[src/sv/assert_macros.svh]
// Assertion macros for the RTL files that carry checks.
// Checks compile only when SYNTHESIS is not defined.
`ifndef ASSERT_MACROS_SVH
`define ASSERT_MACROS_SVH
`ifndef SYNTHESIS
// Same-cycle implication.
`define AST_IMPLY(label, clk, rst_n, a, b) \
    label: assert property (@(posedge clk) disable iff (!rst_n) (a) |-> (b)) \
        else $error("assertion failed: implication");
// Next-cycle implication.
`define AST_NEXT(label, clk, rst_n, a, b) \
    label: assert property (@(posedge clk) disable iff (!rst_n) (a) |=> (b)) \
        else $error("assertion failed: next-cycle implication");
`else
`define AST_IMPLY(label, clk, rst_n, a, b)
`define AST_NEXT(label, clk, rst_n, a, b)
`endif
`endif

[src/sv/ovn_pkg.sv]
// Package for the octave value noise block: sizes, codes, FSM state,
// and controller/datapath command and status types. No dependencies.
package ovn_pkg;

    localparam int SIDE_LG   = 7;
    localparam int SIDE      = 1 << SIDE_LG;
    localparam int SEED_W    = 16;
    localparam int ADDR_W    = 2 * SIDE_LG;
    localparam int OCT_W     = 3;
    localparam int BIAS_W    = 16;
    localparam int WFRAC     = 24;
    localparam int WGT_W     = 38;
    localparam int TOT_W     = 39;
    localparam int SUM_W     = 56;
    localparam int DVD_W     = 56;
    localparam int DVR_W     = 40;
    localparam int PITCH_W   = SIDE_LG + 1;

    localparam logic [BIAS_W-1:0] BIAS_MIN   = 16'd819;
    localparam logic [BIAS_W-1:0] BIAS_RESET = 16'd8192;
    localparam logic [OCT_W-1:0]  OCT_RESET  = 3'd5;

    // Opcodes and configuration register indexes
    localparam logic OP_WRITE = 1'b0;
    localparam logic OP_QUERY = 1'b1;
    localparam logic CFG_OCTAVES = 1'b0;
    localparam logic CFG_BIAS    = 1'b1;

    // Corner order: (x1,y1) (x2,y1) (x1,y2) (x2,y2)
    localparam logic [1:0] CRN_11 = 2'd0;
    localparam logic [1:0] CRN_12 = 2'd1;
    localparam logic [1:0] CRN_21 = 2'd2;
    localparam logic [1:0] CRN_22 = 2'd3;

    typedef enum logic [3:0] {
        ST_IDLE, ST_RD0, ST_RD1, ST_RD2, ST_RD3, ST_RDL,
        ST_M1, ST_M2, ST_M3, ST_M4, ST_M5, ST_ACC, ST_WDIV,
        ST_FDIV, ST_FWAIT, ST_OUT
    } t_state;

    typedef struct packed {
        logic       wr_seed;
        logic       load;
        logic [1:0] rd_idx;
        logic       rd_en;
        logic       cap_en;
        logic [1:0] cap_idx;
        logic       m1;
        logic       m2;
        logic       m3;
        logic       m4;
        logic       m5;
        logic       acc;
        logic       wstep;
        logic       fstart;
        logic       flatch;
    } t_dp_cmd;

    typedef struct packed {
        logic div_done;
        logic last_oct;
    } t_dp_stat;

endpackage

[src/sv/ovn_ctrl.sv]
// Controller FSM: sequences seed reads, interpolation, accumulation and
// a division for each octave, then a final one. Depends on ovn_pkg.
module ovn_ctrl (
    input  logic               i_clk,
    input  logic               i_rst_n,
    input  logic               i_start,
    input  logic               i_opcode,
    input  ovn_pkg::t_dp_stat  i_stat,
    output ovn_pkg::t_dp_cmd   o_cmd,
    output logic               o_busy,
    output logic               o_valid
);
    import ovn_pkg::*;

    t_state r_state, n_state;

    always_ff @(posedge i_clk) begin
        if (!i_rst_n) begin
            r_state <= ST_IDLE;
        end else begin
            r_state <= n_state;
        end
    end

    // Next state
    always_comb begin
        n_state = r_state;
        unique case (r_state)
            ST_IDLE:  if (i_start && i_opcode == OP_QUERY) n_state = ST_RD0;
            ST_RD0:   n_state = ST_RD1;
            ST_RD1:   n_state = ST_RD2;
            ST_RD2:   n_state = ST_RD3;
            ST_RD3:   n_state = ST_RDL;
            ST_RDL:   n_state = ST_M1;
            ST_M1:    n_state = ST_M2;
            ST_M2:    n_state = ST_M3;
            ST_M3:    n_state = ST_M4;
            ST_M4:    n_state = ST_M5;
            ST_M5:    n_state = ST_ACC;
            ST_ACC:   n_state = ST_WDIV;
            ST_WDIV: begin
                if (i_stat.div_done) begin
                    n_state = i_stat.last_oct ? ST_FDIV : ST_RD0;
                end
            end
            ST_FDIV:  n_state = ST_FWAIT;
            ST_FWAIT: if (i_stat.div_done) n_state = ST_OUT;
            ST_OUT:   n_state = ST_IDLE;
            default:  n_state = ST_IDLE;
        endcase
    end

    // Commands
    always_comb begin
        o_cmd = '0;
        unique case (r_state)
            ST_IDLE: begin
                o_cmd.wr_seed = i_start && (i_opcode == OP_WRITE);
                o_cmd.load    = i_start && (i_opcode == OP_QUERY);
            end
            ST_RD0: begin
                o_cmd.rd_en = 1'b1; o_cmd.rd_idx = CRN_11;
            end
            ST_RD1: begin
                o_cmd.rd_en = 1'b1; o_cmd.rd_idx = CRN_12;
                o_cmd.cap_en = 1'b1; o_cmd.cap_idx = CRN_11;
            end
            ST_RD2: begin
                o_cmd.rd_en = 1'b1; o_cmd.rd_idx = CRN_21;
                o_cmd.cap_en = 1'b1; o_cmd.cap_idx = CRN_12;
            end
            ST_RD3: begin
                o_cmd.rd_en = 1'b1; o_cmd.rd_idx = CRN_22;
                o_cmd.cap_en = 1'b1; o_cmd.cap_idx = CRN_21;
            end
            ST_RDL: begin
                o_cmd.cap_en = 1'b1; o_cmd.cap_idx = CRN_22;
            end
            ST_M1:    o_cmd.m1 = 1'b1;
            ST_M2:    o_cmd.m2 = 1'b1;
            ST_M3:    o_cmd.m3 = 1'b1;
            ST_M4:    o_cmd.m4 = 1'b1;
            ST_M5:    o_cmd.m5 = 1'b1;
            ST_ACC:   o_cmd.acc = 1'b1;
            ST_WDIV:  o_cmd.wstep = i_stat.div_done;
            ST_FDIV:  o_cmd.fstart = 1'b1;
            ST_FWAIT: o_cmd.flatch = i_stat.div_done;
            ST_OUT:   o_cmd = '0;
            default:  o_cmd = '0;
        endcase
    end

    assign o_busy  = (r_state != ST_IDLE);
    assign o_valid = (r_state == ST_OUT);
endmodule

[config.mk]
export PLATFORM = sky130hd
export DESIGN_NAME = ovn_ctrl
export DESIGN_NICKNAME = d
export VERILOG_FILES = /design/src/sv/assert_macros.svh /design/src/sv/ovn_pkg.sv /design/src/sv/ovn_ctrl.sv
export SDC_FILE = /design/constraint.sdc
export NUM_CORES = 1
export LEC_CHECK = 0
export ABC_CLOCK_PERIOD_IN_PS = 1200
export BUFFER_PORTS_ARGS = -buffer_cell sky130_fd_sc_hd__buf_4
export CAP_MARGIN = 20
export CORE_MARGIN = 1.5
export CORE_UTILIZATION = 32
export DETAILED_ROUTE_END_ITERATION = 12
export GPL_ROUTABILITY_DRIVEN = 1
export PLACE_DENSITY_LB_ADDON = 0.2
export SLEW_MARGIN = 15
export SYNTH_ARGS = -nofsm -noshare
export SYNTH_HDL_FRONTEND = slang
export SYNTH_SLANG_ARGS = --single-unit
[constraint.sdc]
create_clock -name i_clk -period 1.2 [get_ports i_clk]
set_clock_uncertainty 0.05 [all_clocks]
set_input_delay 0.06 -clock i_clk [delete_from_list [all_inputs] [get_ports i_clk]]
set_output_delay 0.06 -clock i_clk [all_outputs]
set_load 0.02 [all_outputs]
# ---- After elaboration in Yosys (flattened, before gate mapping)
# Cells that the tools add are included.
dict set report totals {
  regBits 4
  latchBits 0
  ramBits 0
  romBits 0
  inputBits 6
  output_inout_bits 19
  word_cells 42
  n_memories 0
}
dict set report op_classes {
  add_sub_neg 0
  mul 0
  n_div 0
  magnitude_cmp 0
  n_eq_ne 18
  shifts 0
  n_mux 17
  bitwise_logic 1
  n_reduce_logical 5
}
# operator n
set op_table {}
lappend op_table {{$pmux W4 S16} 1}
lappend op_table {{$eq A4 B4 Y1 const B} 8}
lappend op_table {{$pmux W3 S4} 2}
lappend op_table {{$eq A4 B3 Y1 const B} 4}
lappend op_table {{$mux W4} 4}
lappend op_table {{$mux W1} 9}
lappend op_table {{$eq A4 B2 Y1 const B} 2}
lappend op_table {{$ne A2 B2 Y1 const B} 3}
lappend op_table {{$eq A4 B1 Y1 const B} 1}
lappend op_table {{$logic_not A4 Y1} 1}
lappend op_table {{$reduce_bool A4 Y1} 1}
lappend op_table {{$reduce_and A3 Y1} 1}
lappend op_table {{$logic_and A1 B1 Y1} 2}
lappend op_table {{$mux W2} 1}
lappend op_table {{$not A1 Y1} 1}

# ---- Depth between registers and ports, before layout
# Gate-level depths: netlist (run 1).
dict set report logic_depth {
  depth_word 3
  depth_mapped 4
  depth_no_buf 3
}

# ---- Least setup slack after synthesis (run 1)
# No wires, ideal clock.
dict set report synth_path {
  path_kind {register to output}
  startpoint {reg r_state[1]}
  endpoint {out o_cmd[15] (netlist name)}
  arrival_ns 1.231
  path_slack_ns -0.141
  stages_incl_launch_ff 5
  path_buffers 1
  cell_sequence {dfxtp_1 clkbuf_8 nor4_4 inv_1 nor2_1}
}
# element line_no
set synth_lines {}
lappend synth_lines {{start, declared} ovn_ctrl.sv:15} ;# t_state r_state, n_state;
lappend synth_lines {{start signal, assigned} ovn_ctrl.sv:21} ;# r_state <= n_state;
lappend synth_lines {{end, declared} ovn_ctrl.sv:9} ;# output ovn_pkg::t_dp_cmd o_cmd,

==> run metrics, run 1 <==
Cell Pwr Density 1230 nW/µm²; maximum vdd drop 0.000721 V; P_int 717 µW; Netlist Area Pre-Place 422 µm²; max reg flops 4; FF-to-FF End r_state[2]; Crit path largest cell delay 0.36 ns; P&R area growth vs syn 130%; violated checks negative setup slack; Peak Freq 717 MHz; max-capacitance violation count 0; post-synthesis instance total 54; initial antenna violation count 0; arrival time at the worst endpoint 1.29 ns; final setup margin -0.195 ns; FILL cells 62; CTS Root Cell clkbuf_4; clock sink count 4; Final Hold Vio Count 0; Max FO, Critical Path 5; fin nets 106; Num CTS Buffers 3; reg2reg path depth 3; clock-pin slew on the worst setup and hold paths 0.04 ns; Sw Share 39.7%; first-pass GRT wire length 2.04 mm; largest registers r_state x4; P_leak 0.451 nW; Post-synth EDFFs 0; vias in the first global route 472; Clk network pwr share 14.5%; RSZ-0062 raised after global routing yes; Yosys reg bits 4; IO buf count 24; # diodes 0; die area 1540 µm²; Worst Path Buf+Inv 2; Core Footprint 1170 µm²; Slew Limit Fails 0; Die H 39.3 µm; register area share after synthesis 19.0%; first-pass iteration count of the detailed router 4; initial core utilization 36.0%; CTS tree done; Routed Antenna Nets 0; layout cells sized above 1 80.6%; Slew @ Worst Pin 0.345 ns; routed vias/inst 4.93; Slew HR 76.8%; footprint of the multi-input gates 422 µm²; worst path cell trace buf_4 -> nor2_4 -> xor2_1 -> nor2_1 -> buf_4; routed wire length 1.68 mm; Biggest register r_state; Gate power share 67.6%; hold slack 0.117 ns; Final setup viols 21; Register Area 95.1 µm²; Syn Nets 60; pin count of the biggest net entering global routing 9; via count 552; critical path's slowest cell dfxtp_4; hold crit path type input pin to register; hold endpoint r_state[0]; CTS Buffer Depth 2; syn_area_per_cell 7.81 µm²; Final Power 1.19 mW; min cycle time layout 1.40 ns; GRT Util Overall 20.5%; initial DRC count 7; Netlist cell types 24; origin of the critical flop-to-flop path r_state[0]; asr flop ratio synth 0%; clock latency on the worst-skew pair 0.24 ns; sequential fraction of design power 17.8%; Critical Path Sink Type output port; Sw Pwr 471 µW; # rows 12; GP Congestion 0.827; drt wl/cell 15.0 µm; Die W 39.3 µm; WHS Path Cells 3; CP most frequent cell buf_4; Yosys warning count 0; CP startpoint kind register; htree depth 1; ys flop type dfxtp_1; status complete, but fails checks; fin crit share 116%; Remaining Overflow, GRT 0; Remaining DRCs 0; R2R Setup Slk -0.10 ns; hold_sp i_start; post-DP HPWL 840 µm; io pins 25; crit path kind register to output port; Worst path top cell family by delay flip-flops; CP required 1.09 ns
==> synthesized netlist by cell type (2+ instances only) <==
library cell	n	share of area (%)
nand2_1	6	5.3
and2b_1	2	3.6
a21oi_1	2	2.4
nor3_1	3	3.6
xor2_1	3	6.2
and2_1	2	3.0
dfxtp_1	4	19
buf_6	3	8.0
nor2_1	12	11
inv_1	2	1.8
nand2b_4	2	6.5
==> how the worst max path moves through the flow <==
stage	cells past startpoint	end	start	slack, ns
3_5_place_dp	4	r_state[2]	r_state[0]	-0.07
2_1_floorplan	4	o_cmd[15]	r_state[1]	-0.03
5_1_grt	4	o_cmd[16]	r_state[1]	-0.23
3_3_place_gp	4	r_state[2]	r_state[0]	-0.04
6_report	5	o_cmd[12]	r_state[1]	-0.20
4_1_cts	4	o_cmd[14]	r_state[1]	-0.18
==> layout make-up <==
| type | instances | share of cell area [%] |
|---|---|---|
| Multi-Input combinational cell | 44 | 43.5 |
| Timing Repair Buffer | 45 | 41.7 |
| Sequential cell | 4 | 9.82 |
| Clock buffer | 3 | 2.33 |
| Tap cell | 14 | 1.81 |
| Inverter | 2 | 0.775 |
==> routing by layer <==
layer / track usage (%) / part of all wire (%) / vias to the layer above / wire, µm
met5: 0 / 0 / - / 0
met4: 8.62 / 2.2 / 0 / 37
met3: 4.55 / 6.4 / 4 / 108
met2: 37.1 / 52 / 24 / 870
met1: 22.5 / 39 / 257 / 661
li1: - / - / 267 / -
==> layout by cell type (no fill, tap or decap), types with 3 or more instances in the layout <==
cell type and instances:
nand2b_4 3, dfxtp_4 4, nor3_2 3, buf_4 27, xor2_1 3, clkbuf_4 3
buf_6 17, nor2_4 8, nand2_1 4, nor2_1 3
==> per-stage QoR <==
| stage | utilization, % | instances | setup WS (ns) | setup TNS, ns | area [µm²] |
|---|---|---|---|---|---|
| 3_5_place_dp | 57.2 | 97 | -0.0689 | -0.315 | 669 |
| 3_3_place_gp | 57.2 | 97 | -0.0435 | -0.207 | 669 |
| 4_1_cts | 74.8 | 108 | -0.177 | -1.79 | 876 |
| 6_report | 82.7 | 112 | -0.195 | -2.23 | 968 |
| 2_1_floorplan | - | 54 | -0.0276 | -0.0473 | 452 |
| 5_1_grt | 82.7 | 112 | -0.232 | -3.22 | 968 |
==> logic make-up (layout without fill, tap and decap cells) <==
logic type	Yosys count	in the layout	share of synthesized area [%]
xor+xnor	3	3	6.23
compound gates	7	7	10.7
mux	1	1	2.67
flops	4	4	19.0
simple gates	33	33	48.4
buf+inv	6	50	13.1
==> power groups by stage <==
stage | clock network (mW) | registers (mW) | logic, mW
after floorplan | 0 | 0.171 | 0.383
after global placement | 0 | 0.201 | 0.529
after detailed placement | 0 | 0.203 | 0.532
after CTS | 0.177 | 0.213 | 0.685
after global routing | 0.190 | 0.216 | 0.842
final | 0.173 | 0.212 | 0.804
==> worst register-to-register path, delay by kind of cell, from the launching register on <==
| kind | cells | cell delay, ns |
|---|---|---|
| simple gates | 1 | 0.41 |
| compound gates | 2 | 0.34 |
| flops | 1 | 0.38 |
==> repair_timing <==
action                                 in CTS  in global routing
setup endpoints to repair                  22                 22
resized for setup                          37                 14
pin swaps                                   6                  9
hold buffers                                1                  0
buffers inserted                            7                  6
endpoints found under the hold margin       1                  0
(Power assumes the default switching activity.)
==> run 2, diff against run 1 <==
--- a/config.mk
+++ b/config.mk
@@ -8,11 +8,12 @@
 export ABC_CLOCK_PERIOD_IN_PS = 1200
 export BUFFER_PORTS_ARGS = -buffer_cell sky130_fd_sc_hd__buf_4
 export CAP_MARGIN = 20
-export CORE_MARGIN = 1.5
-export CORE_UTILIZATION = 32
+export CORE_AREA = 2 2 39 41
 export DETAILED_ROUTE_END_ITERATION = 12
+export DIE_AREA = 0 0 41 43
 export GPL_ROUTABILITY_DRIVEN = 1
-export PLACE_DENSITY_LB_ADDON = 0.2
+export PLACE_DENSITY = 0.74
+export SETUP_SLACK_MARGIN = 0.2
 export SLEW_MARGIN = 15
 export SYNTH_ARGS = -nofsm -noshare
 export SYNTH_HDL_FRONTEND = slang
==> run metrics, run 2 (synthesis gave the netlist of run 1 again) <==
status complete, but fails checks; violated checks negative setup slack; Remaining Overflow, GRT 0 (unchanged); Core Footprint 1380 µm² (+18%); Slew Limit Fails 0 (unchanged); drt wl/cell 13.7 µm (-8.8%); vias in the first global route 540 (+14%); Cell Pwr Density 1210 nW/µm² (-1.3%); initial core utilization 30.5% (-5.5 points); Die W 41 µm (+4.3%); Remaining DRCs 0 (unchanged); max-capacitance violation count 0 (unchanged); leading cell type in the layout, fill and taps excluded buf_6; CTS tree done; hold slack 0.0101 ns (-0.107 ns); arrival time at the worst endpoint 1.31 ns (+0.02 ns); clock-pin slew on the worst setup and hold paths 0.04 ns (about the same); hold_sp i_rst_n; P&R area growth vs syn 137%; crit path kind register to output port; clock sink count 4 (unchanged); min cycle time layout 1.42 ns (+0.0248 ns); fin nets 102 (-3.8%); Peak Freq 704 MHz (-1.7%); WHS Path Cells 2 (-1); layout cells sized above 1 81.1% (+0.44 points); Final setup viols 21 (unchanged); CP startpoint kind register; routed wire length 1.52 mm (-9.6%); Final Power 1.21 mW (+1.8%); pin count of the biggest net entering global routing 9 (unchanged); first-pass GRT wire length 2.51 mm (+23%); max reg flops 4 (unchanged); # rows 14 (+2); die area 1760 µm² (+14%); Biggest register r_state; R2R Setup Slk -0.09 ns (about the same); initial DRC count 7 (unchanged); final setup margin -0.220 ns (-0.0248 ns); routed vias/inst 4.70 (-4.6%); Final Hold Vio Count 0 (unchanged); total negative slack -2.45 ns (-0.219 ns); CP required 1.09 ns (about the same); Die H 43 µm (+9.4%); GP Congestion 0.848 (+2.5%); hold endpoint r_state[1]; reg2reg path depth 4 (+1); fin area 998 µm² (+3.1%); FILL cells 104 (+68%); Routed Antenna Nets 0 (unchanged); initial antenna violation count 0 (unchanged); via count 522 (-5.4%); Max FO, Critical Path 4 (-1); largest registers r_state x4; FF-to-FF End r_state[2]; IO buf count 24 (unchanged); fin crit share 118% (+2.1 points); io pins 25 (unchanged); post-layout util 72.2% (-11 points); CTS Root Cell clkbuf_4; # diodes 0 (unchanged); DP Area 702 µm² (+4.9%); post-DP HPWL 887 µm (+5.6%); maximum vdd drop 0.000830 V (+15%); footprint of the multi-input gates 455 µm² (+8.0%); Register Area 95.1 µm² (unchanged); clock latency on the worst-skew pair 0.25 ns (about the same); most frequent cells in the layout buf_6 (23), buf_4 (18), nor2_4 (9), nand2_1 (4), dfxtp_4 (4); GRT Util Overall 21.1% (+0.61 points); Num CTS Buffers 3 (unchanged); first-pass iteration count of the detailed router 4 (unchanged); Hold-fix buffers, CTS 0 (-1); Slew @ Worst Pin 0.294 ns (-0.0508 ns); Critical Path Sink Type output port; hold crit path type input pin to register; htree depth 1 (unchanged); origin of the critical flop-to-flop path r_state[0]; P_leak 0.410 nW (-9.2%); RSZ-0062 raised after global routing yes; Slew HR 80.3% (+3.5 points); CTS Buffer Depth 2 (unchanged)
[run 2: changes by cell type in the layout (fill, tap and decap cells not counted), sizes merged]
cell / change
buf: -3
clkbuf: +1
dlygate4sd3: -1
[run 2: area by class of cell]
class,instances,share of cell area [%]
repair buffers,41,39.5
well taps,16,2.01
inverters,2,0.752
flip-flops and latches,4,9.52
multi-input cells,44,45.6
clock buffers,4,2.63
[run 2: per-layer routing]
metal	global-route usage, %	part of all wire, %	wire length, µm	vias up
met1	26.0	38	570	245
li1	-	-	-	263
met2	35.6	58	874	12
met5	0	0	0	-
met3	1.57	3.0	46	2
met4	8.00	1.6	25	0
[run 2: timing repair]
action / in CTS / in global routing
pin swaps: 9 / 4
buffers inserted: 6 / 2
resized for setup: 44 / 9
endpoints found under the hold margin: 0 / 0
setup endpoints to repair: 22 / 23
[run 2: worst max path at each step]
stage,start,to,slack (ns),cells after the start
4_1_cts,r_state[0],o_cmd[16],-0.22,4
2_1_floorplan,r_state[1],o_cmd[13],0.03,4
3_5_place_dp,r_state[1],o_cmd[14],-0.08,5
5_1_grt,r_state[0],o_cmd[16],-0.30,4
6_report,r_state[0],o_cmd[16],-0.22,4
3_3_place_gp,r_state[2],o_cmd[16],-0.1,4
[run 2: critical path: stages, from the launching register on]
cell     delay (ns)
dfxtp_4        0.36
nor4_4         0.35
nand2_1        0.15
nor2_4         0.10
buf_6          0.12
[run 2: power breakdown]
group	switching [mW]	total (mW)	internal (mW)	leakage, nW
Combinational	0.381	0.816	0.435	0.359
Sequential	0.0377	0.195	0.158	0.0356
Clock	0.0724	0.198	0.126	0.0150
[run 2: through the flow]
stage                     setup slack [ns]  std cells
after floorplan                     0.0312         54
after global placement             -0.0955         99
after detailed placement           -0.0824         99
after CTS                           -0.220        109
after global routing                -0.297        111
final                               -0.220        111
